`src/rtl/core/tpcs_pkg.sv`:
```
// Shared types and constants for the transaction conflict sorter.
`default_nettype none

package tpcs_pkg;

    localparam int HI_W   = 32;
    localparam int WORD_W = 64;
    localparam int ADDR_W = HI_W + 2 * WORD_W;
    localparam int IDX_W  = 10;
    localparam int CNT_W  = 11;

    typedef logic [ADDR_W-1:0] addr_t;
    typedef logic [IDX_W-1:0]  idx_t;
    typedef logic [CNT_W-1:0]  cnt_t;

    // Command from the sorting decision to the claimed-address set.
    typedef struct packed {
        logic en;     // insert the sender address
        logic two;    // insert the recipient address as well
        logic clear;  // end of block: empty the set
    } insert_t;

    // Answer from the claimed-address set for the item under test.
    typedef struct packed {
        logic snd_hit;
        logic dst_hit;
        logic free_one;
        logic free_two;
    } lookup_t;

    // Per-item fields produced by the block counters.
    typedef struct packed {
        idx_t tx_index;
        logic group_formed;
        cnt_t parallel_count;
        cnt_t serial_count;
    } count_res_t;

endpackage

`default_nettype wire

```
`src/rtl/core/tpcs_block_count.sv`:
```
// Per-block transaction and candidate counters with end-of-block totals.
`default_nettype none

module tpcs_block_count #(
    parameter int MAX_BLOCK_TX = 1024
) (
    input  wire logic          clk,
    input  wire logic          rst_n,
    input  wire logic          step,
    input  wire logic          cand,
    input  wire logic          last,
    output tpcs_pkg::count_res_t res
);

    localparam int TW = $clog2(MAX_BLOCK_TX + 1);

    logic [TW-1:0] tx_reg;
    logic [TW-1:0] tx_next;
    logic [TW-1:0] cand_reg;
    logic [TW-1:0] cand_next;
    logic [TW-1:0] tx_inc;
    logic [TW-1:0] cand_inc;
    logic [TW-1:0] idx_sat;
    logic [TW-1:0] par;
    logic          formed;

    always_comb
    begin
        tx_inc   = (tx_reg < TW'(MAX_BLOCK_TX)) ? tx_reg + TW'(1) : tx_reg;
        cand_inc = (cand && (cand_reg < TW'(MAX_BLOCK_TX))) ? cand_reg + TW'(1) : cand_reg;
        idx_sat  = (tx_reg > TW'(MAX_BLOCK_TX - 1)) ? TW'(MAX_BLOCK_TX - 1) : tx_reg;
        formed   = cand_inc > TW'(1);
        par      = formed ? cand_inc : '0;

        res.tx_index       = tpcs_pkg::idx_t'(idx_sat);
        res.group_formed   = last && formed;
        res.parallel_count = last ? tpcs_pkg::cnt_t'(par) : '0;
        res.serial_count   = last ? tpcs_pkg::cnt_t'(tx_inc - par) : '0;
    end

    always_comb
    begin
        tx_next   = tx_reg;
        cand_next = cand_reg;
        if (step)
        begin
            tx_next   = last ? '0 : tx_inc;
            cand_next = last ? '0 : cand_inc;
        end
    end

    always_ff @(posedge clk or negedge rst_n)
    begin
        if (!rst_n)
        begin
            tx_reg   <= '0;
            cand_reg <= '0;
        end
        else
        begin
            tx_reg   <= tx_next;
            cand_reg <= cand_next;
        end
    end

`ifndef SYNTHESIS
    a_cand_within_tx: assert property (@(posedge clk) disable iff (!rst_n)
        cand_reg <= tx_reg)
        else $error("candidate count exceeds transaction count");
`endif

endmodule

`default_nettype wire

```
`config.mk`:
```
export PLATFORM = sky130hd
export DESIGN_NAME = tpcs_block_count
export DESIGN_NICKNAME = d
export VERILOG_FILES = /design/src/rtl/core/tpcs_pkg.sv /design/src/rtl/core/tpcs_block_count.sv
export SDC_FILE = /design/constraint.sdc
export NUM_CORES = 1
export LEC_CHECK = 0
export ABC_AREA = 1
export ABC_CLOCK_PERIOD_IN_PS = 3200
export BUFFER_PORTS_ARGS = -buffer_cell sky130_fd_sc_hd__buf_2
export CAP_MARGIN = 20
export CORE_MARGIN = 5
export CORE_UTILIZATION = 56
export DETAILED_ROUTE_END_ITERATION = 10
export MAX_ROUTING_LAYER = met4
export PLACE_DENSITY = 0.81
export SYNTH_ARGS = -nofsm -noshare
export SYNTH_HDL_FRONTEND = slang
export SYNTH_SLANG_ARGS = --single-unit
```
`constraint.sdc`:
```
create_clock -name clk -period 3.2 [get_ports clk]
set_clock_uncertainty 0.1 [all_clocks]
set_input_delay 0 -clock clk [delete_from_list [all_inputs] [get_ports clk]]
set_output_delay 0 -clock clk [all_outputs]
set_load 0.02 [all_outputs]
```
# Word level (Yosys, flattened, before mapping)

Cells that the tools add are included.

Output and inout bits: 33
Memories kept: 0
Logic and storage cells: 19
ROM bits: 0
RAM bits: 0
Input bits: 5
Latch bits: 0
Register bits: 22

Reductions and logical operators: 2
Shift-type cells: 0
Div/mod/pow operators: 0
Bitwise gates (word level): 0
Mux-type cells: 8
Add/sub/neg operators: 3
Multipliers: 0
Eq/ne operators: 0
Order comparisons: 4

Operators by type and width:

| operator                | count |
|---|---|
| $mux W11                | 7 |
| $add A11 B1 Y11 const B | 2 |
| $lt A11 B11 Y1 const B  | 2 |
| $gt A11 B1 Y1 const B   | 1 |
| $gt A11 B10 Y1 const B  | 1 |
| $sub A11 B11 Y11        | 1 |
| $mux W10                | 1 |
| $logic_and A1 B1 Y1     | 2 |

# Depth between registers and ports, before layout

Gate-level depths: netlist of run 1.

Depth after elaboration: 7
Mapped depth: 19

# Worst setup path after synthesis of run 1

No wires, ideal clock.

Path kind: register to output
Start: register cand_reg[0]
End: output port res[8] (netlist bit)
Data arrival time: 2.567 ns
Path slack: 0.533 ns
Stages on the path, launching flop included: 19
Required time: 3.100 ns
Path through: dfrtp_1 ha_1 nand2_1 nor2_4 nand2_2 nor2_2 nand2_1 nand2_2 inv_2 nand4_1 and2_1 ha_1 inv_1 fa_1 a21oi_1 o21bai_1 nand2_1 nand2_1 nor2_1

RTL lines:

| what                   | RTL line               | text |
|---|---|---|
| start, declared        | tpcs_block_count.sv:19 | `logic [TW-1:0] cand_reg;` |
| start signal, assigned | tpcs_block_count.sv:62 | `cand_reg <= cand_next;` |
| end, declared          | tpcs_block_count.sv:12 | `output tpcs_pkg::count_res_t res` |

==> results of run 1 <==
[kinds of logic (layout without fill, tap and decap cells)]
group,after synthesis,after routing,synth area share [%]
xor+xnor,14,14,6.20
simple gates,153,153,33.8
compound gates,44,44,12.6
flops,22,22,27.8
fa+ha+maj,13,13,8.60
buf+inv,57,103,10.9
[power breakdown]
part           switching (W)  total (W)  internal, W
Combinational       0.000244   0.000399     0.000155
Clock              0.0000949   0.000222     0.000127
Sequential        0.00000812   0.000295     0.000287
Total               0.000347   0.000916     0.000568
[final cells by class]
type                       instances  share of cell area, %
timing repair buffer              48                   11.8
multi-input combinational        224                   52.4
tap                               46                   2.41
inverter                          51                   8.12
clock inverter                     1                   1.26
sequential                        22                   23.1
clock buffer                       3                  0.943
[cell usage after synthesis]
cell      number
nor4_1         1
nor2_1        40
a21oi_1       14
fa_1           1
o21ai_2        1
ha_1          12
dfrtp_1       22
and2_1         1
o21ai_0       10
nor2_2         3
buf_2          2
xnor2_1        3
inv_1         42
nor2_4         2
o22ai_1       16
inv_2          9
or2_1          1
o21ai_1        1
nand3_1       18
nor3_1         3
nand3_2        1
xor2_1        11
clkbuf_1       4
nand2_1       70
o21bai_1       2
nand2_2        5
nand4_1        8
[layer usage]
metal | routed length (microns) | part of all wire [%] | global-route usage, %
met5 | 0 | 0 | -
met4 | 77 | 1.4 | 6.29
met3 | 257 | 4.7 | 2.32
met2 | 2770 | 51 | 39.1
met1 | 2340 | 43 | 27.6
[stage by stage]
step                utilization [%]  TNS [ps]  instances  setup slack, ps  total power (W)
global route                   70.4      -273        395             -150         0.000973
global placement               65.0         0        381              342         0.000659
CTS                            67.0         0        386             22.9         0.000888
detailed placement             65.0         0        381              286         0.000660
finish                         70.4         0        395             80.7         0.000916
floorplan                         -         0        303              533         0.000564
[repair_timing]
item / 4_1_cts / 5_1_grt
setup buffers: 0 / 9
pin swaps: 0 / 15
endpoints found under the hold margin: 22 / 0
endpoints found under the setup margin: 3 / 9
hold buffers: 1 / 0
gates resized for setup: 2 / 16
[worst max-delay path, delay by kind of cell, from the launching register on]
kind | cells | cell delay, ps
flops | 1 | 400
compound gates | 2 | 300
buf+inv | 3 | 290
fa+ha+maj | 3 | 780
simple gates | 10 | 910
[path summary, 6_finish.rpt]
check / from / endpoint / cells past startpoint
max in group asynchronous: rst_n / tx_reg[0] / 2
min in group asynchronous: rst_n / tx_reg[1] / 2
max reg2reg: tx_reg[10] / tx_reg[5] / 7
min reg2reg: cand_reg[10] / cand_reg[10] / 2
min: step / tx_reg[6] / 2
max: cand_reg[0] / res[8] / 18
==> results_dict.tcl, run 1 <==
set metrics [dict create \
    max-vdd-ir-drop_mv 0.276 \
    rrSetupSlack_ps 1510 \
    antenna_cells 0 \
    regArea_sq_um 552 \
    syn_avg_cell_area_sq_um 6.53 \
    yosysSeqAreaShare_pct 27.8 \
    finalWirelength_mm 5.45 \
    ant_nets 0 \
    status "finished clean" \
    final_common_cell "nand2_1" \
    cp-start-kind "flip-flop" \
    worstPathArrival_ps 3020 \
    grt.total_usage_pct 22.5 \
    whs_ps 22.8 \
    cpMostUsedCell "nand2_1" \
    design_area_sq_mm 0.00239 \
    core_area_sq_mm 0.00339 \
    cts.sinks 22 \
    synth.area.top_cells "dfrtp_1, nand2_1, inv_1" \
    end_kind "output pin" \
    syn_nets 321 \
    finalHoldViolations 0 \
    grt_max_degree 23 \
    crit_path_max_fanout 4 \
    synth_cell_types 27 \
    crit_slowest_cell "fa_2" \
    rsz0062_at_grt "true" \
    dp_hpwl_mm 4.12 \
    cts_max_level 1 \
    synth.largest_area_cell "dfrtp_1" \
    die_w_microns 69.4 \
    drt_iter0_markers 151 \
    drive_gt1_share_pct 24.1 \
    cts.path.max_buffers 2 \
    powerDensity_mw_per_mm2 384 \
    clock_latency_ps 320 \
    p_leak_nw 1.33 \
    critPathMaxStageDelay_ps 420 \
    die_h_microns 69.4 \
    maxSlewViolCount 0 \
    placed_area_sq_mm 0.00220 \
    fin_crit_ps 3120 \
    gp_congestion 0.974 \
    critical_path_class "reg -> out" \
    tightest_slew_ps 597 \
    critPathRequiredTime_ps 3100 \
    ioPinCount 38 \
    grt_antenna_before_repair 0 \
    area_delta_synth_final_pct 20.7 \
    synth_area_sq_mm 0.00198 \
    worstHoldPathType "in -> reg" \
    yosysWarnings 0 \
    ys_seq_elements 22 \
    maxSlewHeadroom_pct 60.0 \
    setup_viol 0 \
    synth_top_area_share_pct 27.8 \
    syn_inst 303 \
    vias 2143 \
    nNetsFinal 368 \
    maxCapViolCount 0 \
    cts_tree "yes" \
    multi_input_area_sq_mm 0.00125 \
    dieArea_sq_mm 0.00482 \
    wl_per_cell_microns 13.8 \
    layout_common_cells "nand2_1, inv_1, nor2_1" \
    cts_root_buf "clkbuf_4" \
    viasPerCell 5.43 \
    fillerInstances 319 \
    grt_overflow 0 \
    num_rows 21 \
    path_cells "ha_2 -> nand2_2 -> nor2_4 -> buf_6 -> nand4_1 -> nand2_1 -> nor2_2 -> nand4_1 -> and2_4 -> ha_4 -> inv_4 -> fa_2 -> a21oi_2 -> o21bai_1 -> nand2_1 -> nand2_1 -> nor2_1 -> buf_4" \
    period_share_pct 97.5 \
    max_freq_ghz 0.321 \
    port_buffers 37 \
    clkTransAtPathRegs_ps 140 \
    grt_pass1_wl_mm 8.84 \
    grt_pass1_vias 2000 \
    drc_errors 0 \
    start_util_pct 58.4 \
    drt_first_pass_iters 4 \
    numCtsBuffers 3 \
]
(Power assumes the default switching activity.)
==> inputs of run 2 (changes only) <==
Settings changed: CORE_UTILIZATION 56 to 50, PLACE_DENSITY 0.81 to 0.73.
==> run 2 against run 1 <==
  * Global-route usage decreased by 1.3 points
  * Clock power is 20% higher
  * Total power grew 6.5%
  * Die area up 10%
  * Highest routed layer unchanged
  * Fmax rose by 1.0%
==> results_dict.tcl, run 2 (synthesis results as in run 1) <==
set metrics [dict create \
    grt_antenna_before_repair 0 \
    vias 2071 \
    drt_first_pass_iters 4 \
    timing.final.ws_setup_ps 113 \
    nNetsFinal 365 \
    fillerInstances 368 \
    cts_max_level 1 \
    ioPinCount 38 \
    reg2reg_to "tx_reg[5]" \
    drive_gt1_share_pct 24.6 \
    path_cells "ha_2 -> buf_6 -> nand3_4 -> nor2_2 -> nor2_1 -> nor2_2 -> nand2_1 -> nor2_1 -> nand4_1 -> and2_4 -> ha_4 -> inv_4 -> fa_2 -> a21oi_4 -> o21bai_1 -> nand2_1 -> nand2_1 -> nor2_1 -> buf_4" \
    design_area_sq_mm 0.00242 \
    seqPwrFrac_pct 30.3 \
    maxSlewHeadroom_pct 61.3 \
    die_w_microns 72.9 \
    clkTransAtPathRegs_ps 90 \
    final_common_cell "nand2_1" \
    cts_root_buf "clkbuf_8" \
    finalNonFillerCells 394 \
    worstPathArrival_ps 2990 \
    swShare_pct 37.2 \
    grt_max_degree 23 \
    numCtsBuffers 3 \
    totalPowerFinal_w 0.000975 \
    area_delta_synth_final_pct 22.5 \
    critPathMaxStageDelay_ps 440 \
    crit_path_max_fanout 4 \
    tightest_slew_ps 577 \
    end_kind "output pin" \
    period_share_pct 96.5 \
    grt_pass1_wl_mm 8.80 \
    num_rows 22 \
    cp-start-kind "flip-flop" \
    critical_path_class "reg -> out" \
    finalHoldViolations 0 \
    placed_area_sq_mm 0.00221 \
    min_from "step" \
    dp_hpwl_mm 4.19 \
    grt_pass1_vias 1939 \
    place_inst 383 \
    viasPerCell 5.26 \
    combPwrFrac_pct 42.4 \
    powerDensity_mw_per_mm2 402 \
    die_h_microns 72.9 \
    cts.path.max_buffers 2 \
    finalWirelength_mm 5.44 \
    port_buffers 37 \
    grt_overflow 0 \
    max_freq_ghz 0.324 \
    antenna_cells 0 \
    whs_ps 99.9 \
    setup_viol 0 \
    worstHoldPathType "in -> reg" \
    maxSlewViolCount 0 \
    cts_tree "yes" \
    status "finished clean" \
    max-vdd-ir-drop_mv 0.328 \
    grt.total_usage_pct 21.2 \
    clock_power_share_pct 27.4 \
    layout_common_cells "nand2_1, inv_1, nor2_1" \
    place_ws_ps 317 \
    clock_latency_ps 270 \
    critPathCapture "res[8]" \
    worst-path-stages 19 \
    gp_congestion 0.946 \
    rrSetupSlack_ps 1550 \
    dieArea_sq_mm 0.00531 \
    rsz0062_at_grt "true" \
    cp.buffers_inverters 3 \
    maxCapViolCount 0 \
    wl_per_cell_microns 13.8 \
    p_leak_nw 1.34 \
    crit_slowest_cell "fa_2" \
    ant_nets 0 \
    internal_power_w 0.000612 \
    start_util_pct 52.8 \
    fin_crit_ps 3090 \
    worstRegToRegCells 7 \
    r2r-start "tx_reg[10]" \
    core_area_sq_mm 0.00374 \
    p_sw_w 0.000363 \
    critPathRequiredTime_ps 3100 \
    cts.sinks 22 \
    drc_errors 0 \
    crit_start "cand_reg[1]" \
    drt_iter0_markers 141 \
    crit_family "simple AND/OR/NAND/NOR gates" \
]
## run 2: cell count changes in the layout (fill, tap and decap cells not counted), sizes merged
cell and change:
buf -3
## run 2: final cells by class
cell class / count / area [sq um] / area share (%)
multi-input cells: 224 / 1290 / 53.3
inverters: 51 / 194 / 8.00
flip-flops and latches: 22 / 551 / 22.7
clock inverters: 1 / 30.0 / 1.24
well taps: 48 / 60.1 / 2.48
repair buffers: 45 / 256 / 10.6
clock buffers: 3 / 41.3 / 1.70
## run 2: routing by layer
layer / up-vias / wire length [microns] / global-route usage, %
met5: - / 0 / -
met2: 51 / 2610 / 34.2
met1: 961 / 2530 / 29.0
li1: 1055 / - / -
met3: 4 / 255 / 2.48
met4: 0 / 42 / 3.48
## run 2: worst min path at each step
stage | to | slack, ps | cells after the start
finish | tx_reg[1] | 100 | 2
detailed placement | tx_reg[2] | -100 | 1
CTS | tx_reg[6] | 90 | 2
floorplan | cand_reg[0] | -400 | 0
global placement | tx_reg[5] | -100 | 1
global route | tx_reg[1] | 120 | 2
## run 2: power groups by stage
stage | Combinational (W) | Sequential, W | Clock [W]
2_1_floorplan | 0.000266 | 0.000298 | 0
3_3_place_gp | 0.000367 | 0.000300 | 0
3_5_place_dp | 0.000365 | 0.000300 | 0
4_1_cts | 0.000371 | 0.000295 | 0.000271
5_1_grt | 0.000457 | 0.000296 | 0.000282
6_report | 0.000413 | 0.000295 | 0.000267
## run 2: timing repair
action / 4_1_cts / 5_1_grt
gates resized for setup: 0 / 24
hold buffers: 1 / 0
endpoints found under the setup margin: 0 / 5
setup buffers: 0 / 6
hold endpoints to repair: 22 / 0
## run 2: per-stage QoR
stage	setup TNS, ps	utilization (%)
floorplan	0	-
global placement	0	58.9
detailed placement	0	58.9
CTS	0	61.1
global route	-133	64.7
finish	0	64.7
## run 2: worst register-to-register path, cell delays in order, from the launching register on
cell and delay [ps]:
dfrtp_1 470, inv_2 150, nand4_1 150, nor2_1 200
nand2_1 130, xor2_2 180, nand2_1 70, o21ai_0 70
==> inputs of run 3 (changes only) <==
Settings changed: ABC_CLOCK_PERIOD_IN_PS 3200 to 3840, PLACE_DENSITY 0.73 to 0.85.
Clock period 3.2 ns to 3.84 ns, I/O delays scaled along.
==> run 3 against run 2 <==
  * Cell count down 1.8%
  * Largest cell class unchanged
  * Design area decreased by 5.9%
  * Register-to-register slack better by 650 ps
  * Die area stayed put
  * Flip-flop and latch count unchanged
  * Highest routed layer unchanged
==> results_dict.tcl, run 3 (synthesis results as in run 1) <==
set metrics [dict create \
    status "finished clean" \
    dieArea_sq_mm 0.00531 \
    final_common_cell "nand2_1" \
    port_buffers 37 \
    top_layer_used "met4" \
    tightest_slew_ps 576 \
    core_area_sq_mm 0.00374 \
    cts.sinks 22 \
    ioPinCount 38 \
    cts_root_buf "clkbuf_8" \
    ant_nets 0 \
    critical_path_class "reg -> out" \
    wl_met2_mm 2.52 \
    antenna_cells 0 \
    grt_max_degree 23 \
    finalWirelength_mm 5.30 \
    fin_crit_ps 3250 \
    worstHoldPathType "in -> reg" \
    cts_max_level 1 \
    wl_per_cell_microns 13.7 \
    drt_iter0_markers 150 \
    cp-start-kind "flip-flop" \
    die_w_microns 72.9 \
    grt_antenna_before_repair 0 \
    rsz0062_at_grt "false" \
    clock_latency_ps 270 \
    max-vdd-ir-drop_mv 0.252 \
    nNetsFinal 358 \
    crit_path_max_fanout 4 \
    viasPerCell 5.47 \
    p_leak_nw 1.29 \
    grt_overflow 0 \
    cts_setup_buffers 0 \
    wl_met1_mm 2.32 \
    numCtsBuffers 3 \
    grt_pass1_vias 1997 \
    max_freq_ghz 0.308 \
    maxSlewViolCount 0 \
    drt_first_pass_iters 5 \
    met3_length_microns 345 \
    drive_gt1_share_pct 18.3 \
    cts_tree "yes" \
    drc_errors 0 \
    critPathRequiredTime_ps 3740 \
    place_ws_ps 1010 \
    end_kind "output pin" \
    powerDensity_mw_per_mm2 339 \
    vias 2116 \
    tns_ps 0 \
    gp_congestion 1.04 \
    setup_viol 0 \
    cts.path.max_buffers 2 \
    num_rows 22 \
    timing.final.ws_setup_ps 595 \
    die_h_microns 72.9 \
    period_share_pct 84.5 \
    worstPathArrival_ps 3150 \
    dp_hpwl_mm 4.10 \
    finalHoldViolations 0 \
    layout_common_cells "nand2_1, inv_1, nor2_1" \
    grt.total_usage_pct 21.5 \
    area_delta_synth_final_pct 15.2 \
    start_util_pct 52.8 \
    clkTransAtPathRegs_ps 80 \
    grt_pass1_wl_mm 8.94 \
    maxSlewHeadroom_pct 61.3 \
    maxCapViolCount 0 \
    fillerInstances 372 \
]
==> run 3: layer usage <==
metal	track usage, %	vias to the layer above
li1	-	1051
met1	28.3	953
met2	34.3	100
met3	2.20	12
met4	7.99	0
met5	-	-
==> run 3: area by class of cell <==
type                    count  area [sq um]  area share, %
clock buffers               3          41.3           1.81
multi-input cells         224          1210           53.1
well taps                  48          60.1           2.63
flip-flops and latches     22           551           24.1
inverters                  51           191           8.40
repair buffers             38           195           8.56
clock inverters             1          30.0           1.32
==> run 3: path summary, 6_finish.rpt <==
check | from | endpoint | slack [ps] | cells after the start
worst max-delay path | cand_reg[0] | res[8] | 590 | 15
worst min-delay path | step | tx_reg[6] | 70 | 2
worst max register to register | tx_reg[10] | tx_reg[5] | 2200 | 7
worst min register to register | cand_reg[10] | cand_reg[10] | 500 | 2
max in group asynchronous | rst_n | cand_reg[7] | 3160 | 2
min in group asynchronous | rst_n | tx_reg[4] | 140 | 2
==> run 3: where the power goes <==
part           internal (W)  switching (W)
clock              0.000139      0.0000808
sequential         0.000238     0.00000719
combinational      0.000109       0.000198
==> run 3: through the flow <==
step / power [W] / hold WS, ps / area [sq um] / cells / utilization, %
floorplan: 0.000470 / -396 / 1980 / 303 / -
global placement: 0.000549 / -105 / 2200 / 382 / 58.7
detailed placement: 0.000552 / -111 / 2200 / 382 / 58.7
CTS: 0.000771 / 78.1 / 2280 / 387 / 60.9
global route: 0.000822 / 91.2 / 2280 / 387 / 60.9
finish: 0.000773 / 74.5 / 2280 / 387 / 60.9
==> run 3: critical path, stage by stage, from the launching register on <==
cell	delay (ps)
dfrtp_1	400
ha_1	240
nand3_2	110
xor2_1	390
nand2_1	120
nor2_1	120
nand4_1	120
and2_1	160
ha_1	210
inv_1	110
fa_1	270
a21oi_1	140
o21bai_1	180
nor2_1	60
nor2_1	90
buf_2	160
==> run 3: repair_timing <==
action	CTS	global route
endpoints found under the hold margin	22	0
resized for setup	0	0
hold buffers	1	0
